`src/rtl/v2ws_pkg.sv`:
```
`default_nettype none

package v2ws_pkg;

	localparam int M_WIDTH     = 16;
	localparam int Q_WIDTH     = M_WIDTH + 1;
	localparam int SPEED_WIDTH = 17;

	localparam logic [M_WIDTH-1:0] MAX_VELOCITY_RESET = 16'd3072;

	typedef struct packed {
		logic x_neg;
		logic y_neg;
		logic x_zero;
		logic y_zero;
	} v2ws_flags_t;

endpackage

`default_nettype wire

```
`src/rtl/v2ws_out.sv`:
```
`default_nettype none

module v2ws_out (
	input  wire                                 clk,
	input  wire                                 arst_n,
	input  wire                                 up_valid,
	output logic                                up_ready,
	input  wire [v2ws_pkg::Q_WIDTH-1:0]         up_q,
	input  wire [v2ws_pkg::M_WIDTH-1:0]         up_m,
	input  v2ws_pkg::v2ws_flags_t               up_flags,
	output logic                                out_valid,
	input  wire                                 out_stall,
	output logic signed [v2ws_pkg::SPEED_WIDTH-1:0] left_speed,
	output logic signed [v2ws_pkg::SPEED_WIDTH-1:0] right_speed
);
	import v2ws_pkg::*;

	logic                   valid_q;
	logic [SPEED_WIDTH-1:0] left_q, right_q;

	logic                   load;
	logic [M_WIDTH-1:0]     half_c;
	logic [Q_WIDTH-1:0]     slow_mag_c;
	logic [SPEED_WIDTH-1:0] slow_c, full_c, full_x_c, left_c, right_c;

	always_comb begin
		half_c = up_m >> 1;
		// backward vectors never turn the slow wheel faster than half speed back
		slow_mag_c = (up_flags.x_neg && (up_q > Q_WIDTH'(half_c))) ? Q_WIDTH'(half_c) : up_q;
		slow_c   = up_flags.x_neg ? (SPEED_WIDTH'(0) - SPEED_WIDTH'(slow_mag_c))
			: SPEED_WIDTH'(slow_mag_c);
		full_c   = SPEED_WIDTH'(up_m);
		full_x_c = up_flags.x_neg ? (SPEED_WIDTH'(0) - full_c) : full_c;
		priority if (up_flags.x_zero && up_flags.y_zero) begin
			left_c  = '0;
			right_c = '0;
		end else if (up_flags.y_zero) begin
			left_c  = full_x_c;
			right_c = full_x_c;
		end else if (up_flags.y_neg) begin
			left_c  = full_c;
			right_c = slow_c;
		end else begin
			left_c  = slow_c;
			right_c = full_c;
		end
	end

	assign load     = !valid_q || !out_stall;
	assign up_ready = load;

	always_ff @(posedge clk or negedge arst_n) begin
		if (!arst_n) begin
			valid_q <= 1'b0;
		end else if (load) begin
			valid_q <= up_valid;
		end
	end

	always_ff @(posedge clk) begin
		if (load) begin
			left_q  <= left_c;
			right_q <= right_c;
		end
	end

	assign out_valid   = valid_q;
	assign left_speed  = left_q;
	assign right_speed = right_q;

endmodule

`default_nettype wire

```
`config.mk`:
```
export PLATFORM = sky130hd
export DESIGN_NAME = v2ws_out
export DESIGN_NICKNAME = d
export VERILOG_FILES = /design/src/rtl/v2ws_pkg.sv /design/src/rtl/v2ws_out.sv
export SDC_FILE = /design/constraint.sdc
export NUM_CORES = 1
export LEC_CHECK = 0
export BUFFER_PORTS_ARGS = -buffer_cell sky130_fd_sc_hd__buf_2
export CAP_MARGIN = 20
export CORE_UTILIZATION = 45
export DETAILED_ROUTE_END_ITERATION = 10
export PLACE_DENSITY_LB_ADDON = 0.25
export SYNTH_ARGS = -nofsm -noshare
export SYNTH_HDL_FRONTEND = slang
export SYNTH_SLANG_ARGS = --single-unit
```
`constraint.sdc`:
```
create_clock -name clk -period 2.52 [get_ports clk]
set_clock_uncertainty 0.15 [all_clocks]
set_input_delay 0.504 -clock clk [delete_from_list [all_inputs] [get_ports clk]]
set_output_delay 0.504 -clock clk [all_outputs]
set_load 0.01 [all_outputs]
```
==> impl_metrics.csv <==
group,metric,value,unit
die,fp.coreArea,6460,µm²
pwr,combPwrFrac,39.1,%
status,failed_checks,"negative setup slack",
die,ios,77,
logic_synthesis,syn-num-nets,414,
logic_synthesis,synth_seq_cells,35,
pwr,power.density,402,nW/µm²
place,dp_hpwl,7.33,mm
die,dieArea,7170,µm²
global_routing,grt_pass1_vias,3195,
place,io_buffers,76,
finish,fin_nets,577,
sta,finalHoldViolCount,0,
sta,fmax,285,MHz
worst_setup_path,end_kind,"flip-flop",
hold_path,hold_path.class,"in2reg",
global_routing,grt_max_degree,40,
pwr,switchingPower,0.626,mW
job,maxCapViolCount,0,
drt,via_count,3540,
clock_network,clockBufferDepth,2,
die,start_util,47.6,%
clock_network,root_buffer,"clkbuf_8",
drt,drt_iter0_drc,482,
global_routing,track_usage,28.7,%
pwr,ir_worst_vdd,0.212,mV
pwr,clkPwrFrac,22.5,%
clock_network,clock_latency,0.29,ns
worst_setup_path,crit_arrival,3.40,ns
clock_network,cts_made_buffers,5,
drt,dr.pass1.iters,8,
die,std_cell_rows,29,
logic_synthesis,ys_async_sr_fraction,2.86,%
logic_synthesis,yosysWarningCount,0,
place,dpl_cell_area,4110,µm²
place,place.gp.congestion,0.963,
die,die_y,84.7,µm
pwr,leakage,2.03,nW
logic_synthesis,synthMostInstantiatedCell,"o21ai_0",
drt,viasPerCell,5.93,
pwr,finalPower,1.91,mW
logic_synthesis,netlist_area,3070,µm²
global_routing,antenna_found_initial,0,
sta,setup_ws,-0.990,ns
finish,design_area,4760,µm²
clock_network,cts_tree,"done",
logic_synthesis,synthFlopType,"edfxtp_1",
die,die-width,84.7,µm
clock_network,htreeDepth,2,
logic_synthesis,synth_largest_area_cell,"edfxtp_1",
sta,slew_viol_final,0,
clock_network,cts.sinks,35,
sta,max_slew.worst_pin.slew,0.598,ns
status,status,"finished with violations",
pwr,power.sequential.fraction,38.3,%
global_routing,grt_pass1_wl,16.0,mm
logic_synthesis,synthTopCellsByArea,"edfxtp_1 (33%), ha_1 (6.9%), xnor2_1 (6.0%)",
finish,layout-drive-gt1-share,44.2,%
logic_synthesis,synth.top_cells.by_count,"o21ai_0 (35), edfxtp_1 (34), a21oi_1 (32)",
logic_synthesis,yosysUniqueCellTypes,52,
sta,finalCriticalPeriod,3.51,ns
logic_synthesis,ys_seq_area_share,34.0,%
worst_setup_path,cp_max_fo,5,
drt,ant_nets,0,
clock_network,clk_pin_slew,0.07,ns
sta,rsz0062_at_grt,"yes",
logic_synthesis,syn_avg_cell_area,8.64,µm²
drt,remaining_drc_errors,0,
drt,wire_per_inst,17.4,µm
finish,area_growth,54.7,%
logic_synthesis,synth.top_cell.area_share,33.2,%
finish,insertedDiodeCount,0,
pwr,power.internal,1.29,mW
worst_setup_path,worstPathRequired,2.41,ns
logic_synthesis,netlist_instances,356,
logic_synthesis,synth-edff-count,34,
sta,maxSlewHeadroom,60.0,%
sta,setup_viol,34,
worst_setup_path,critPathLaunchType,"primary input",
pwr,swShare,32.7,%
global_routing,grt_overflow_total,0,
drt,drt_wl_total,10.4,mm
sta,post-route-period-util,139,%
worst_setup_path,worstSetupPathType,"in2reg",
## what timing repair did
| item | 4_1_cts | 5_1_grt |
|---|---|---|
| buffers inserted | 17 | 9 |
| hold endpoints to repair | 1 | 0 |
| setup endpoints to repair | 34 | 34 |
| resized for setup | 72 | 30 |
| hold buffers | 1 | 0 |
| pin swaps | 9 | 18 |
## path summary, 6_finish.rpt
kind	from	endpoint	slack [ns]	cells past startpoint
setup reg to reg	out_valid	right_speed[7]	1.17	2
setup / recovery	up_m[15]	right_speed[14]	-0.99	16
hold reg to reg	out_valid	out_valid	0.68	3
max in group asynchronous	arst_n	out_valid	1.77	2
min in group asynchronous	arst_n	out_valid	0.37	2
hold / removal	up_valid	out_valid	0.26	2
## placed cells by master (no fill, tap or decap), types with 9 or more instances in the layout
master and instances:
o31ai_1 9, buf_2 65, a21oi_1 29, o21ai_0 22
xnor2_1 20, nor2_1 19, o21ai_1 11, nand4_1 9
nand2_1 28, edfxtp_1 34, nand3_1 11, buf_4 86
buf_6 16, ha_1 11, inv_1 12
## per-stage QoR
stage	cells	hold slack [ns]	setup slack [ns]	utilization (%)	TNS [ns]
6_report	597	0.260	-0.990	73.6	-19.20
5_1_grt	597	0.279	-1.07	73.6	-21.45
4_1_cts	596	0.263	-0.862	71.6	-21.97
3_5_place_dp	571	0.129	-1.43	63.6	-30.58
3_3_place_gp	571	0.128	-1.36	63.6	-28.80
2_1_floorplan	356	0.0584	-1.23	-	-21.70
## kinds of logic after synthesis
group / share of synthesized area, %
AO/OA/AOI/OAI: 22.6
XOR/XNOR: 6.84
adder cells (fa/ha/maj): 6.92
buffers and inverters: 4.72
flip-flops: 34.0
multiplexers: 4.31
AND/OR/NAND/NOR: 20.6
## final cells by class
| class | instances | area (µm²) |
|---|---|---|
| Multi-Input combinational cell | 287 | 2230 |
| Fill cell | 477 | 1700 |
| Timing Repair Buffer | 171 | 1210 |
| Sequential cell | 35 | 1050 |
| Tap cell | 77 | 96.3 |
| Clock buffer | 7 | 86.3 |
| Inverter | 19 | 86.3 |
| Clock inverter | 1 | 5.00 |
## per-layer routing
layer	track usage, %	part of all wire [%]	vias to the layer above
li1	-	-	1671
met1	39.6	43	1658
met2	45.8	47	188
met3	5.41	7.7	23
met4	8.63	2.0	0
met5	0	0	-
## power by group through the flow
stage / logic [mW] / clock network [mW] / registers [mW]
after CTS: 0.696 / 0.438 / 0.734
after global routing: 0.804 / 0.460 / 0.738
after detailed placement: 0.597 / 0 / 0.746
final: 0.749 / 0.431 / 0.733
after global placement: 0.582 / 0 / 0.745
after floorplan: 0.283 / 0 / 0.787
## worst max-delay path, stage by stage
cell,delay [ns]
buf_8,0.08
inv_6,0.03
ha_4,0.26
nand4_1,0.13
or4_4,0.44
a311o_1,0.31
and3_4,0.18
nor2_8,0.12
mux2i_4,0.25
ha_4,0.20
nand3_4,0.09
nor2_4,0.14
xnor2_2,0.07
mux2_4,0.27
mux2i_4,0.20
o22ai_1,0.12
## state kept, by name (all words and copies together) (netlist names)
name	count
out_valid	1
right_speed	17
left_speed	17
Note: power is estimated with default switching activity, not from simulation.
