===== src/rtl/v2ws_pkg.sv =====
`default_nettype none

package v2ws_pkg;

	localparam int M_WIDTH     = 16;
	localparam int Q_WIDTH     = M_WIDTH + 1;
	localparam int SPEED_WIDTH = 17;

	localparam logic [M_WIDTH-1:0] MAX_VELOCITY_RESET = 16'd3072;

	typedef struct packed {
		logic x_neg;
		logic y_neg;
		logic x_zero;
		logic y_zero;
	} v2ws_flags_t;

endpackage

`default_nettype wire


===== src/rtl/v2ws_cell.sv =====
`default_nettype none

module v2ws_cell #(
	parameter int VECTOR_WIDTH = 16,
	parameter int BIT          = 0
) (
	input  wire                                   clk,
	input  wire                                   arst_n,
	input  wire                                   up_valid,
	output logic                                  up_ready,
	input  wire [2*(v2ws_pkg::M_WIDTH+VECTOR_WIDTH)-1:0] up_r,
	input  wire [2*VECTOR_WIDTH+v2ws_pkg::Q_WIDTH:0] up_a,
	input  wire [v2ws_pkg::Q_WIDTH-1:0]           up_q,
	input  wire [2*VECTOR_WIDTH:0]                up_s,
	input  wire [v2ws_pkg::M_WIDTH-1:0]           up_m,
	input  v2ws_pkg::v2ws_flags_t                 up_flags,
	output logic                                  dn_valid,
	input  wire                                   dn_ready,
	output logic [2*(v2ws_pkg::M_WIDTH+VECTOR_WIDTH)-1:0] dn_r,
	output logic [2*VECTOR_WIDTH+v2ws_pkg::Q_WIDTH:0] dn_a,
	output logic [v2ws_pkg::Q_WIDTH-1:0]          dn_q,
	output logic [2*VECTOR_WIDTH:0]               dn_s,
	output logic [v2ws_pkg::M_WIDTH-1:0]          dn_m,
	output v2ws_pkg::v2ws_flags_t                 dn_flags
);
	import v2ws_pkg::*;

	localparam int W  = VECTOR_WIDTH;
	localparam int SW = 2 * W + 1;
	localparam int NW = 2 * (M_WIDTH + W);
	localparam int AW = SW + Q_WIDTH;
	localparam int DW = SW + 2 * Q_WIDTH;

	logic               valid_q;
	logic [NW-1:0]      r_q;
	logic [AW-1:0]      a_q;
	logic [Q_WIDTH-1:0] q_q;
	logic [SW-1:0]      s_q;
	logic [M_WIDTH-1:0] m_q;
	v2ws_flags_t        flags_q;

	logic               load;
	logic [Q_WIDTH-1:0] t_c;
	logic [DW-1:0]      d_c;
	logic               take_c;

	// r holds m^2 x^2 - q^2 s and a holds q*s, so the growth of q^2 s
	// for a trial bit is a sum of two shifted terms
	always_comb begin
		t_c    = up_q | (Q_WIDTH'(1) << BIT);
		d_c    = (DW'(up_a) << (BIT + 1)) + (DW'(up_s) << (2 * BIT));
		take_c = (t_c <= Q_WIDTH'(up_m)) && (d_c <= DW'(up_r));
	end

	assign load     = !valid_q || dn_ready;
	assign up_ready = load;

	always_ff @(posedge clk or negedge arst_n) begin
		if (!arst_n) begin
			valid_q <= 1'b0;
		end else if (load) begin
			valid_q <= up_valid;
		end
	end

	always_ff @(posedge clk) begin
		if (load) begin
			r_q     <= take_c ? (up_r - d_c[NW-1:0]) : up_r;
			a_q     <= take_c ? (up_a + (AW'(up_s) << BIT)) : up_a;
			q_q     <= take_c ? t_c : up_q;
			s_q     <= up_s;
			m_q     <= up_m;
			flags_q <= up_flags;
		end
	end

	assign dn_valid = valid_q;
	assign dn_r     = r_q;
	assign dn_a     = a_q;
	assign dn_q     = q_q;
	assign dn_s     = s_q;
	assign dn_m     = m_q;
	assign dn_flags = flags_q;

	a_q_within_m: assert property (@(posedge clk) disable iff (!arst_n)
		valid_q |-> (q_q <= Q_WIDTH'(m_q)))
		else $error("partial quotient exceeds max velocity");

	a_zero_x_gives_zero: assert property (@(posedge clk) disable iff (!arst_n)
		(valid_q && flags_q.x_zero && !flags_q.y_zero) |-> (q_q == '0))
		else $error("nonzero slow wheel for a sideways vector");

	a_hold_when_blocked: assert property (@(posedge clk) disable iff (!arst_n)
		(valid_q && !dn_ready) |=> (valid_q && $stable(q_q) && $stable(r_q)))
		else $error("cell lost or changed a blocked item");

endmodule

`default_nettype wire


===== config.mk =====
export PLATFORM = sky130hd
export DESIGN_NAME = v2ws_cell
export DESIGN_NICKNAME = d
export VERILOG_FILES = /design/src/rtl/v2ws_pkg.sv /design/src/rtl/v2ws_cell.sv
export SDC_FILE = /design/constraint.sdc
export NUM_CORES = 1
export LEC_CHECK = 0
export CORE_MARGIN = 10
export CORE_UTILIZATION = 45
export DETAILED_ROUTE_END_ITERATION = 7
export DONT_BUFFER_PORTS = 1
export GPL_TIMING_DRIVEN = 1
export HOLD_SLACK_MARGIN = 0.03
export PLACE_DENSITY_LB_ADDON = 0.1
export SLEW_MARGIN = 0
export SYNTH_ARGS = -nofsm -noshare
export SYNTH_HDL_FRONTEND = slang
export SYNTH_SLANG_ARGS = --single-unit

===== constraint.sdc =====
create_clock -name clk -period 7.3 [get_ports clk]
set_input_delay 0.73 -clock clk [delete_from_list [all_inputs] [get_ports clk]]
set_output_delay 0.73 -clock clk [all_outputs]
set_load 0.005 [all_outputs]

==> impl_results.md <==
* Crit-path max FO at 28
* Initial antenna violation count at 0
* Syn Nets at around 1.8k
* Post-Route Setup TNS at 0 ps
* CP required at about 7500 ps
* CORE AREA at between 30000 and 40000 um2
* Min Tclk post-route at around 6500 ps
* Status: finished, final reports clean
* Peak Freq at around 0.15 GHz
* H-tree depth at 4
* CTS resizes at 0
* Multi-input gate area at between 8000 and 9000 um2
* Critical Path AT at about 6700 ps
* Hold buffers post-CTS at 1
* Row cnt at 66
* TritonRoute pass-1 iters at 5
* I/O Pins at between 300 and 400
* Final ANT Viol Nets at 0
* Fin nets at approximately 1.7k
* Syn-to-layout area delta at 6.98%
* Max_slew headroom at about two fifths
* VDD IR max at 0.174 mV
* Ant diodes at 0
* Die Span Y at 201 um
* Die Span X at around 200 um
* Max Buffers Root-to-Sink at 2
* GRT Total Usage at 21.0%
* Mapped Area at between 10000 and 15000 um2
* Worst Setup Start Kind: input pin
* Wire per inst at between 20 and 25 um
* Final core occ at 48.5%
* Post-Route WL at around 44000 um
* Actual transition at the worst max-transition pin at 898 ps
* Grt ovf at 0
* Cell variety after synth at 85
* Synth async-reset ratio at 0.541%
* Die ar. at just over 40000 um2
* Drc violations at 0
* CTS tree: yes
* Pwr dens at 231 nW/um2
* Max cap viols at 0
* Initial Util at 45.3%
* Port bufs at 0
* Clk root buf: clkbuf_16
* Vias per cell at roughly 5.9
* Synth Instances at ~1.4k
* Type of destination of the critical path: register
* Syn Area/Cell at 10.3 um2
* Hpwl dp at approximately 35000 um
* Via count at 10.9k
* Cts bufs inserted at 17
* Pre-CTS WS at roughly 380 ps
* Clk_lat worst skew at between 400 and 500 ps
* CTS Sinks at approximately 190
* Number of synthesized flops with an enable pin at approximately 180
* Worst setup margin at roughly 770 ps
* Reg clk slew, reported paths at around 90 ps
* Iter 0 DRT Violations at ~580
* Most used flip-flop cell after synthesis: edfxtp_1
* Largest net degree at the start of global routing at 73
* Final Hold Fails at 0
* Leak at slightly above 6 nW
* RSZ-0062 raised after global routing: no
* Sequential area share after synthesis at 37.8%
* Final period utilization at 89.4%
* Post-CTS Setup Inserts at 0
* First-pass GRT wire length at ~66000 um
* Post-route clock skew at 10.2 ps
* Hold crit path type: in2reg
* Gpl congestion at about 0.88
* Register area at approximately 5600 um2
* Synth warnings at 0
* WS Path Type: in2reg
* Final count of pins violating max slew at 0
* # fillers at roughly 3.1k
* Layout cell share with drive strength beyond 1 at slightly above 10%
* Vias in the first global route at around 11k
* # setup viols final at 0
* #FFs+latches synth at around 190
## sequential cells by signal, summed over array words and instances (netlist names)
register	cells
dn_a	50
dn_flags	4
dn_m	16
dn_q	17
dn_r	64
dn_s	33
dn_valid	1
## worst max-delay path, stage by stage
cell       delay, ps
ha_1             360
a211oi_1         110
o21ai_0          240
or3b_1           440
a2111oi_0        810
buf_4            230
o21ai_1          100
a31oi_1          250
a21oi_1          200
o21bai_4         290
nand3_1          140
xor2_1           190
ha_1             440
nand2_1          200
o21a_1           270
a21o_1           160
a31oi_1          260
nor3_2           110
a211oi_4         260
buf_4            190
buf_4            400
mux2_4           340
## final timing paths
kind                           from     endpoint  slack, ps  cells after the start
max                         up_a[6]      dn_a[3]        770                     22
min                        up_s[12]     dn_s[12]        360                      0
max reg2reg                dn_valid     dn_a[31]       5090                      2
min reg2reg                dn_valid  dn_flags[1]       1120                      1
max in group asynchronous    arst_n     dn_valid       6720                      1
min in group asynchronous    arst_n     dn_valid        480                      1
## metrics by stage
step                std cells  power, W  hold WS, ps  instance area [um2]
finish                   1865   0.00362          361                15700
global route             1865   0.00384          336                15700
CTS                      1865   0.00366          339                15700
detailed placement       1832   0.00263          434                15000
global placement         1832   0.00263          434                15000
floorplan                1429   0.00236          434                14700
## metal layers
metal  vias up  share of wire, %  global-route usage [%]
li1       5337                 -                       -
met1      5247                42                    25.1
met2       313                48                    35.2
met3        26               8.2                    7.70
met4         0               1.3                    4.73
met5         -                 0                       0
## kinds of logic after synthesis
logic type / Yosys count / share of synthesized area (%)
buffers and inverters: 109 / 3.47
flip-flops: 185 / 37.8
multiplexers: 73 / 7.30
AND/OR/NAND/NOR: 381 / 13.3
XOR/XNOR: 151 / 9.02
AO/OA/AOI/OAI: 395 / 17.4
adder cells (fa/ha/maj): 135 / 11.7
## placed cells by master, fill, tap and decap left out, drive strengths merged, types with 18 or more instances in the layout
master	n
nand4	35
xor2	63
nand3	41
o21ai	78
and3	24
ha	132
nor2	84
nand2	90
a21o	49
nor3	21
inv	65
a21oi	144
nand2b	18
edfxtp	184
nor2b	19
xnor2	88
mux2	68
## layout make-up
class,count,share of cell area (%)
well taps,442,3.52
clock inverters,15,1.36
inverters,57,1.36
multi-input cells,1135,54.9
repair buffers,14,0.765
clock buffers,17,2.71
flip-flops and latches,185,35.4
## power by group
group	internal (W)	switching (W)	leakage (nW)
sequential	0.00133	0.0000942	1.86
combinational	0.000518	0.000663	4.05
clock	0.000506	0.000514	0.309
total	0.00235	0.00127	6.21
## synth_stat cells (4+ instances only)
master / number / share of area, %
mux2i_1: 5 / 0.34
o21ai_1: 10 / 0.34
a211o_1: 5 / 0.30
a221oi_1: 4 / 0.24
nand3_1: 41 / 1.4
nand4_1: 35 / 1.5
inv_1: 56 / 1.4
nand2b_1: 18 / 0.77
nand2_1: 90 / 2.3
xnor2_1: 88 / 5.3
edfxtp_1: 184 / 38
nor2_1: 83 / 2.1
o31ai_1: 4 / 0.20
nor3_1: 18 / 0.61
a22oi_1: 4 / 0.20
a31oi_1: 11 / 0.47
a21o_1: 49 / 2.5
and2_1: 6 / 0.26
o21bai_1: 16 / 0.82
o21ai_0: 67 / 2.3
a21oi_2: 5 / 0.30
a211oi_1: 13 / 0.67
and4_1: 9 / 0.54
and3_1: 24 / 1.0
a21oi_1: 139 / 4.7
nor4_1: 10 / 0.43
o21a_1: 14 / 0.72
clkbuf_1: 17 / 0.44
xor2_1: 63 / 3.8
o211ai_1: 11 / 0.56
buf_6: 9 / 0.69
mux2_4: 68 / 7.0
ha_1: 132 / 11
buf_2: 23 / 0.78
or3_1: 4 / 0.17
nor2b_1: 19 / 0.81
(Power assumes the default switching activity.)
