===== config.mk =====
export PLATFORM = sky130hd
export DESIGN_NAME = v2ws_front
export DESIGN_NICKNAME = d
export VERILOG_FILES = /design/src/rtl/v2ws_pkg.sv /design/src/rtl/v2ws_front.sv
export SDC_FILE = /design/constraint.sdc
export NUM_CORES = 2
export LEC_CHECK = 0
export ABC_AREA = 1
export BUFFER_PORTS_ARGS = -buffer_cell sky130_fd_sc_hd__clkbuf_2
export CAP_MARGIN = 15
export CORE_ASPECT_RATIO = 1.75
export CORE_MARGIN = 3
export CORE_UTILIZATION = 55
export CTS_BUF_LIST = sky130_fd_sc_hd__clkbuf_2
export DETAILED_ROUTE_END_ITERATION = 6
export PLACE_DENSITY = 0.72
export SYNTH_ARGS = -nofsm -noshare
export SYNTH_HDL_FRONTEND = slang
export SYNTH_SLANG_ARGS = --single-unit

===== constraint.sdc =====
create_clock -name clk -period 12.5 [get_ports clk]
set_input_delay 1.875 -clock clk [delete_from_list [all_inputs] [get_ports clk]]
set_output_delay 1.875 -clock clk [all_outputs]
set_load 0.05 [all_outputs]

===== src/rtl/v2ws_pkg.sv =====
`default_nettype none

package v2ws_pkg;

	localparam int M_WIDTH     = 16;
	localparam int Q_WIDTH     = M_WIDTH + 1;
	localparam int SPEED_WIDTH = 17;

	localparam logic [M_WIDTH-1:0] MAX_VELOCITY_RESET = 16'd3072;

	typedef struct packed {
		logic x_neg;
		logic y_neg;
		logic x_zero;
		logic y_zero;
	} v2ws_flags_t;

endpackage

`default_nettype wire


===== src/rtl/v2ws_front.sv =====
`default_nettype none

module v2ws_front #(
	parameter int VECTOR_WIDTH = 16
) (
	input  wire                                   clk,
	input  wire                                   arst_n,
	input  wire                                   in_valid,
	output logic                                  in_stall,
	input  wire signed [VECTOR_WIDTH-1:0]         vec_x,
	input  wire signed [VECTOR_WIDTH-1:0]         vec_y,
	input  wire [v2ws_pkg::M_WIDTH-1:0]           max_velocity,
	output logic                                  dn_valid,
	input  wire                                   dn_ready,
	output logic [2*VECTOR_WIDTH:0]               dn_s,
	output logic [2*(v2ws_pkg::M_WIDTH+VECTOR_WIDTH)-1:0] dn_n,
	output logic [v2ws_pkg::M_WIDTH-1:0]          dn_m,
	output v2ws_pkg::v2ws_flags_t                 dn_flags
);
	import v2ws_pkg::*;

	localparam int W   = VECTOR_WIDTH;
	localparam int SW  = 2 * W + 1;
	localparam int MXW = M_WIDTH + W;
	localparam int HW  = (MXW + 1) / 2;
	localparam int GW  = MXW - HW;
	localparam int NW  = 2 * MXW;

	logic              valid_s1, valid_s2, valid_s3, valid_s4;
	logic              load_s1, load_s2, load_s3, load_s4;

	logic [W-1:0]      ax_s1, ay_s1;
	v2ws_flags_t       flags_s1, flags_s2, flags_s3, flags_s4;
	logic [M_WIDTH-1:0] m_s1, m_s2, m_s3, m_s4;

	logic [2*W-1:0]    x2_s2, y2_s2;
	logic [MXW-1:0]    mx_s2;

	logic [SW-1:0]     s_s3, s_s4;
	logic [2*GW-1:0]   hh_s3;
	logic [MXW-1:0]    hl_s3;
	logic [2*HW-1:0]   ll_s3;

	logic [NW-1:0]     n_s4;

	logic [W-1:0]      ax_c, ay_c;
	v2ws_flags_t       flags_c;
	logic [GW-1:0]     mx_hi_c;
	logic [HW-1:0]     mx_lo_c;

	// a stage takes new data when it is empty or its content moves on
	assign load_s4  = !valid_s4 || dn_ready;
	assign load_s3  = !valid_s3 || load_s4;
	assign load_s2  = !valid_s2 || load_s3;
	assign load_s1  = !valid_s1 || load_s2;
	assign in_stall = !load_s1;

	always_comb begin
		flags_c.x_neg  = vec_x[W-1];
		flags_c.y_neg  = vec_y[W-1];
		flags_c.x_zero = (vec_x == '0);
		flags_c.y_zero = (vec_y == '0);
		ax_c = vec_x[W-1] ? (~vec_x + W'(1)) : vec_x;
		ay_c = vec_y[W-1] ? (~vec_y + W'(1)) : vec_y;
		mx_hi_c = mx_s2[MXW-1:HW];
		mx_lo_c = mx_s2[HW-1:0];
	end

	always_ff @(posedge clk or negedge arst_n) begin
		if (!arst_n) begin
			valid_s1 <= 1'b0;
			valid_s2 <= 1'b0;
			valid_s3 <= 1'b0;
			valid_s4 <= 1'b0;
		end else begin
			if (load_s1) valid_s1 <= in_valid;
			if (load_s2) valid_s2 <= valid_s1;
			if (load_s3) valid_s3 <= valid_s2;
			if (load_s4) valid_s4 <= valid_s3;
		end
	end

	always_ff @(posedge clk) begin
		if (load_s1) begin
			ax_s1    <= ax_c;
			ay_s1    <= ay_c;
			flags_s1 <= flags_c;
			m_s1     <= max_velocity;
		end
		if (load_s2) begin
			x2_s2    <= (2*W)'(ax_s1) * (2*W)'(ax_s1);
			y2_s2    <= (2*W)'(ay_s1) * (2*W)'(ay_s1);
			mx_s2    <= MXW'(m_s1) * MXW'(ax_s1);
			flags_s2 <= flags_s1;
			m_s2     <= m_s1;
		end
		if (load_s3) begin
			// square of m*|x| taken as three half-width partial products
			s_s3     <= SW'(x2_s2) + SW'(y2_s2);
			hh_s3    <= (2*GW)'(mx_hi_c) * (2*GW)'(mx_hi_c);
			hl_s3    <= MXW'(mx_hi_c) * MXW'(mx_lo_c);
			ll_s3    <= (2*HW)'(mx_lo_c) * (2*HW)'(mx_lo_c);
			flags_s3 <= flags_s2;
			m_s3     <= m_s2;
		end
		if (load_s4) begin
			n_s4     <= (NW'(hh_s3) << (2*HW)) + (NW'(hl_s3) << (HW+1)) + NW'(ll_s3);
			s_s4     <= s_s3;
			flags_s4 <= flags_s3;
			m_s4     <= m_s3;
		end
	end

	assign dn_valid = valid_s4;
	assign dn_s     = s_s4;
	assign dn_n     = n_s4;
	assign dn_m     = m_s4;
	assign dn_flags = flags_s4;

endmodule

`default_nettype wire


==> metrics.log <==
[metrics] result of the run: finished clean
[metrics] # clock sinks: ~430
[metrics] Post-route DRC: 0
[metrics] CTS tree: built
[metrics] post-route clock period utilization: a little over half
[metrics] register-to-register setup slack: approximately 6 ns
[metrics] detailed-route wire length: between 150000 and 200000 um
[metrics] Netlist cell types: 42
[metrics] final setup vio count: 0
[metrics] total negative slack: 0 ns
[metrics] syn_area_per_cell: a little over 8 um^2
[metrics] average via count per standard cell: roughly 5.2
[metrics] number of maximum-capacitance constraint violations: 0
[metrics] total length of routed met3 wires: about 8400 um
[metrics] largest net degree at the start of global routing: between 70 and 80
[metrics] CP max FO: 76
[metrics] count of flip-flops with a built-in enable after synthesis: around 430
[metrics] Chip Width: about 270 um
[metrics] via count of the first global-routing pass: roughly 59000
[metrics] layout cells sized above 1: slightly below 6%
[metrics] worst clock skew on the final layout: 0.241 ns
[metrics] routability-driven placement congestion ratio: 1.01
[metrics] endpoint kind of the worst setup timing path: output port
[metrics] fin area: between 70000 and 80000 um^2
[metrics] class of the most critical setup path: in2out
[metrics] maximum clock rate: about 0.15 GHz
[metrics] sequential share of the synthesized area: 19.0%
[metrics] net count after synthesis: 10100
[metrics] Slew Viols, Final: 0
[metrics] final global-route overflow total: 0
[metrics] CP Data Required Time: 10.62 ns
[metrics] min-delay worst type: in2async
[metrics] R2R cell count: 23
[metrics] Routed wire per std cell: between 15 and 20 um
[metrics] relative area change from synthesis to final layout: 5.22%
[metrics] total global-route track usage: 28.7%
[metrics] Placement Cell Area: between 70000 and 80000 um^2
[metrics] post-CTS setup buffer count: 0
[metrics] buffer depth of the longest clock path: 3
[metrics] die footprint: 129000 um^2
[metrics] number of cell rows: 170
[metrics] Slew HR: between 20 and 30%
[metrics] number of gates resized after cts: 0
[metrics] clock network latency to the later pin of the worst-skew pair: roughly 1.5 ns
[metrics] clock input transition at the sequential cells of the worst setup and hold paths: 0.10 ns
[metrics] PnR worst setup slack: a little under 6 ns
[metrics] DR top layer: met4
[metrics] Detail Route met2 WL: about 97000 um
[metrics] capturing point of the worst reg2reg path: ll_s3[22]$_DFFE_PP_
[metrics] wire length of the first global-routing pass: 290000 um
[metrics] library cell used as clock root buffer: sky130_fd_sc_hd__clkbuf_2
[metrics] CTS Hold Bufs: 0
[metrics] number of optimization iterations in the first detailed-route pass: 6
[metrics] number of placed I/O pins: around 170
[metrics] number of vias in the routed layout: 53400
[metrics] Hold Violations, Final: 0
[metrics] unrepaired setup endpoints after global routing: false
[metrics] number of antenna violations at the first check in global routing: 4
[metrics] number of H-tree levels: 3
[metrics] post-layout min period: between 6 and 7 ns
[metrics] share of async-settable or async-resettable flops after synthesis: less than 1%
[metrics] actual slew at the worst max-slew pin: approximately 1.1 ns
[metrics] initial core utilization: between 50% and 60%
[metrics] main flop type after synthesis: sky130_fd_sc_hd__edfxtp_1
[metrics] First DRT Iteration DRCs: around 2700
[metrics] total of warnings raised by yosys: 0
[metrics] register bit count reported by yosys: between 400 and 500
[metrics] post-layout util: between 50% and 60%
[metrics] origin of the worst setup path: dn_ready
[metrics] number of antenna-violating nets in the routed design: 0
[metrics] total CTS buffers: 103
[metrics] Die Ht: between 400 and 500 um
[metrics] Worst R2R Start: mx_s2[7]$_DFFE_PP_
[metrics] number of buffers inserted by port buffering: roughly 170
[metrics] worst endpoint data arrival time: 4.71 ns
[metrics] Post-Place Setup Slack: about 5.8 ns
[metrics] standard cell core area: approximately 120000 um^2
[metrics] M1 wire length: between 50000 and 60000 um
[metrics] number of standard cells after synthesis: roughly 8400
[metrics] summed instance area of the synthesized netlist: 68300 um^2
[metrics] startpoint types: input pin
[metrics] net count reported at finish: about 10000
[metrics] post-detail-place hpwl: 145000 um
sequential cells by signal (all words and copies together), names as in the netlist, 16 cells and up:
register,cells
ax_s1,16
hh_s3,31
m_s3,16
ll_s3,31
m_s2,16
y2_s2,31
dn_s,33
x2_s2,31
mx_s2,32
dn_n,63
hl_s3,32
ay_s1,16
s_s3,33
dn_m,16
m_s1,16
cell usage in the layout, fill, tap and decap left out, types with 47 or more instances in the layout:
master                     instances
sky130_fd_sc_hd__a21oi_1         257
sky130_fd_sc_hd__buf_4            61
sky130_fd_sc_hd__clkbuf_2        310
sky130_fd_sc_hd__edfxtp_1        429
sky130_fd_sc_hd__fa_1           1037
sky130_fd_sc_hd__ha_1            679
sky130_fd_sc_hd__inv_1          2329
sky130_fd_sc_hd__nand2_1        2171
sky130_fd_sc_hd__nand3_1         225
sky130_fd_sc_hd__nand4_1          71
sky130_fd_sc_hd__nor2_1          336
sky130_fd_sc_hd__nor3_1           70
sky130_fd_sc_hd__o21ai_0         142
sky130_fd_sc_hd__xnor2_1          47
sky130_fd_sc_hd__xor2_1          151
critical path: stages:
cell and delay, ns:
sky130_fd_sc_hd__clkbuf_2 0.08, sky130_fd_sc_hd__nor2_1 0.07, sky130_fd_sc_hd__inv_6 0.46, sky130_fd_sc_hd__nor2_1 0.19, sky130_fd_sc_hd__inv_6 0.62, sky130_fd_sc_hd__nor2_1 0.17, sky130_fd_sc_hd__inv_4 0.72, sky130_fd_sc_hd__nor2_1 0.17
sky130_fd_sc_hd__clkbuf_2 0.29
worst max-delay path by stage:
stage                          end  slack, ns  depth (start not counted)
after floorplan           in_stall       0.08                          7
after global placement    in_stall       5.83                          9
after detailed placement  in_stall       5.82                          9
after CTS                 in_stall       5.74                          9
after global routing      in_stall       5.63                          9
final                     in_stall       5.92                          9
Yosys cell counts, types with 10 or more instances:
master / n / area (um^2)
sky130_fd_sc_hd__inv_2: 11 / 41.3
sky130_fd_sc_hd__nand3_1: 225 / 1130
sky130_fd_sc_hd__a21oi_1: 257 / 1290
sky130_fd_sc_hd__edfxtp_1: 429 / 12900
sky130_fd_sc_hd__clkbuf_1: 214 / 803
sky130_fd_sc_hd__xnor2_1: 47 / 412
sky130_fd_sc_hd__ha_1: 679 / 8500
sky130_fd_sc_hd__nand4_1: 71 / 444
sky130_fd_sc_hd__a21o_1: 19 / 143
sky130_fd_sc_hd__nor3_1: 70 / 350
sky130_fd_sc_hd__or2_2: 12 / 75.1
sky130_fd_sc_hd__nor2_1: 336 / 1260
sky130_fd_sc_hd__o21ai_0: 142 / 711
sky130_fd_sc_hd__o21a_1: 15 / 113
sky130_fd_sc_hd__nand2_2: 21 / 131
sky130_fd_sc_hd__nand2_1: 2171 / 8150
sky130_fd_sc_hd__inv_1: 2333 / 8760
sky130_fd_sc_hd__nor2_2: 23 / 144
sky130_fd_sc_hd__xor2_1: 151 / 1320
sky130_fd_sc_hd__o21bai_1: 22 / 165
sky130_fd_sc_hd__fa_1: 1037 / 20800
sky130_fd_sc_hd__nor2_4: 10 / 113
sky130_fd_sc_hd__nand3_2: 15 / 150
kinds of logic after synthesis:
family / share of synthesized area, %
other cells: 0.00549
simple gates: 17.8
fa+ha+maj: 42.8
compound gates: 3.76
xor+xnor: 2.54
flops: 19.0
buf+inv: 14.1
routing by layer:
layer	vias up	track usage, %
li1	25100	-
met1	25900	28.1
met2	1686	55.5
met3	687	3.50
met4	0	19.4
met5	-	0
metrics by stage:
step	hold WS (ns)	cells
after floorplan	0.400	8363
after global placement	0.401	10000
after detailed placement	0.405	10000
after CTS	0.0833	10200
after global routing	0.156	10200
final	0.273	10200
area by class of cell:
| class | count | area, um^2 |
|---|---|---|
| Multi-Input combinational cell | 5366 | 45700 |
| Tap cell | 1634 | 2040 |
| Timing Repair Buffer | 230 | 1300 |
| Clock buffer | 141 | 706 |
| Antenna cell | 6 | 15.0 |
| Inverter | 2345 | 8810 |
| Fill cell | 11400 | 51100 |
| Sequential cell | 433 | 13000 |
| Clock inverter | 43 | 310 |
Power is left out: the tool's default activity adds up to more than one toggle a clock period on the data nets, which glitch-free logic cannot reach.
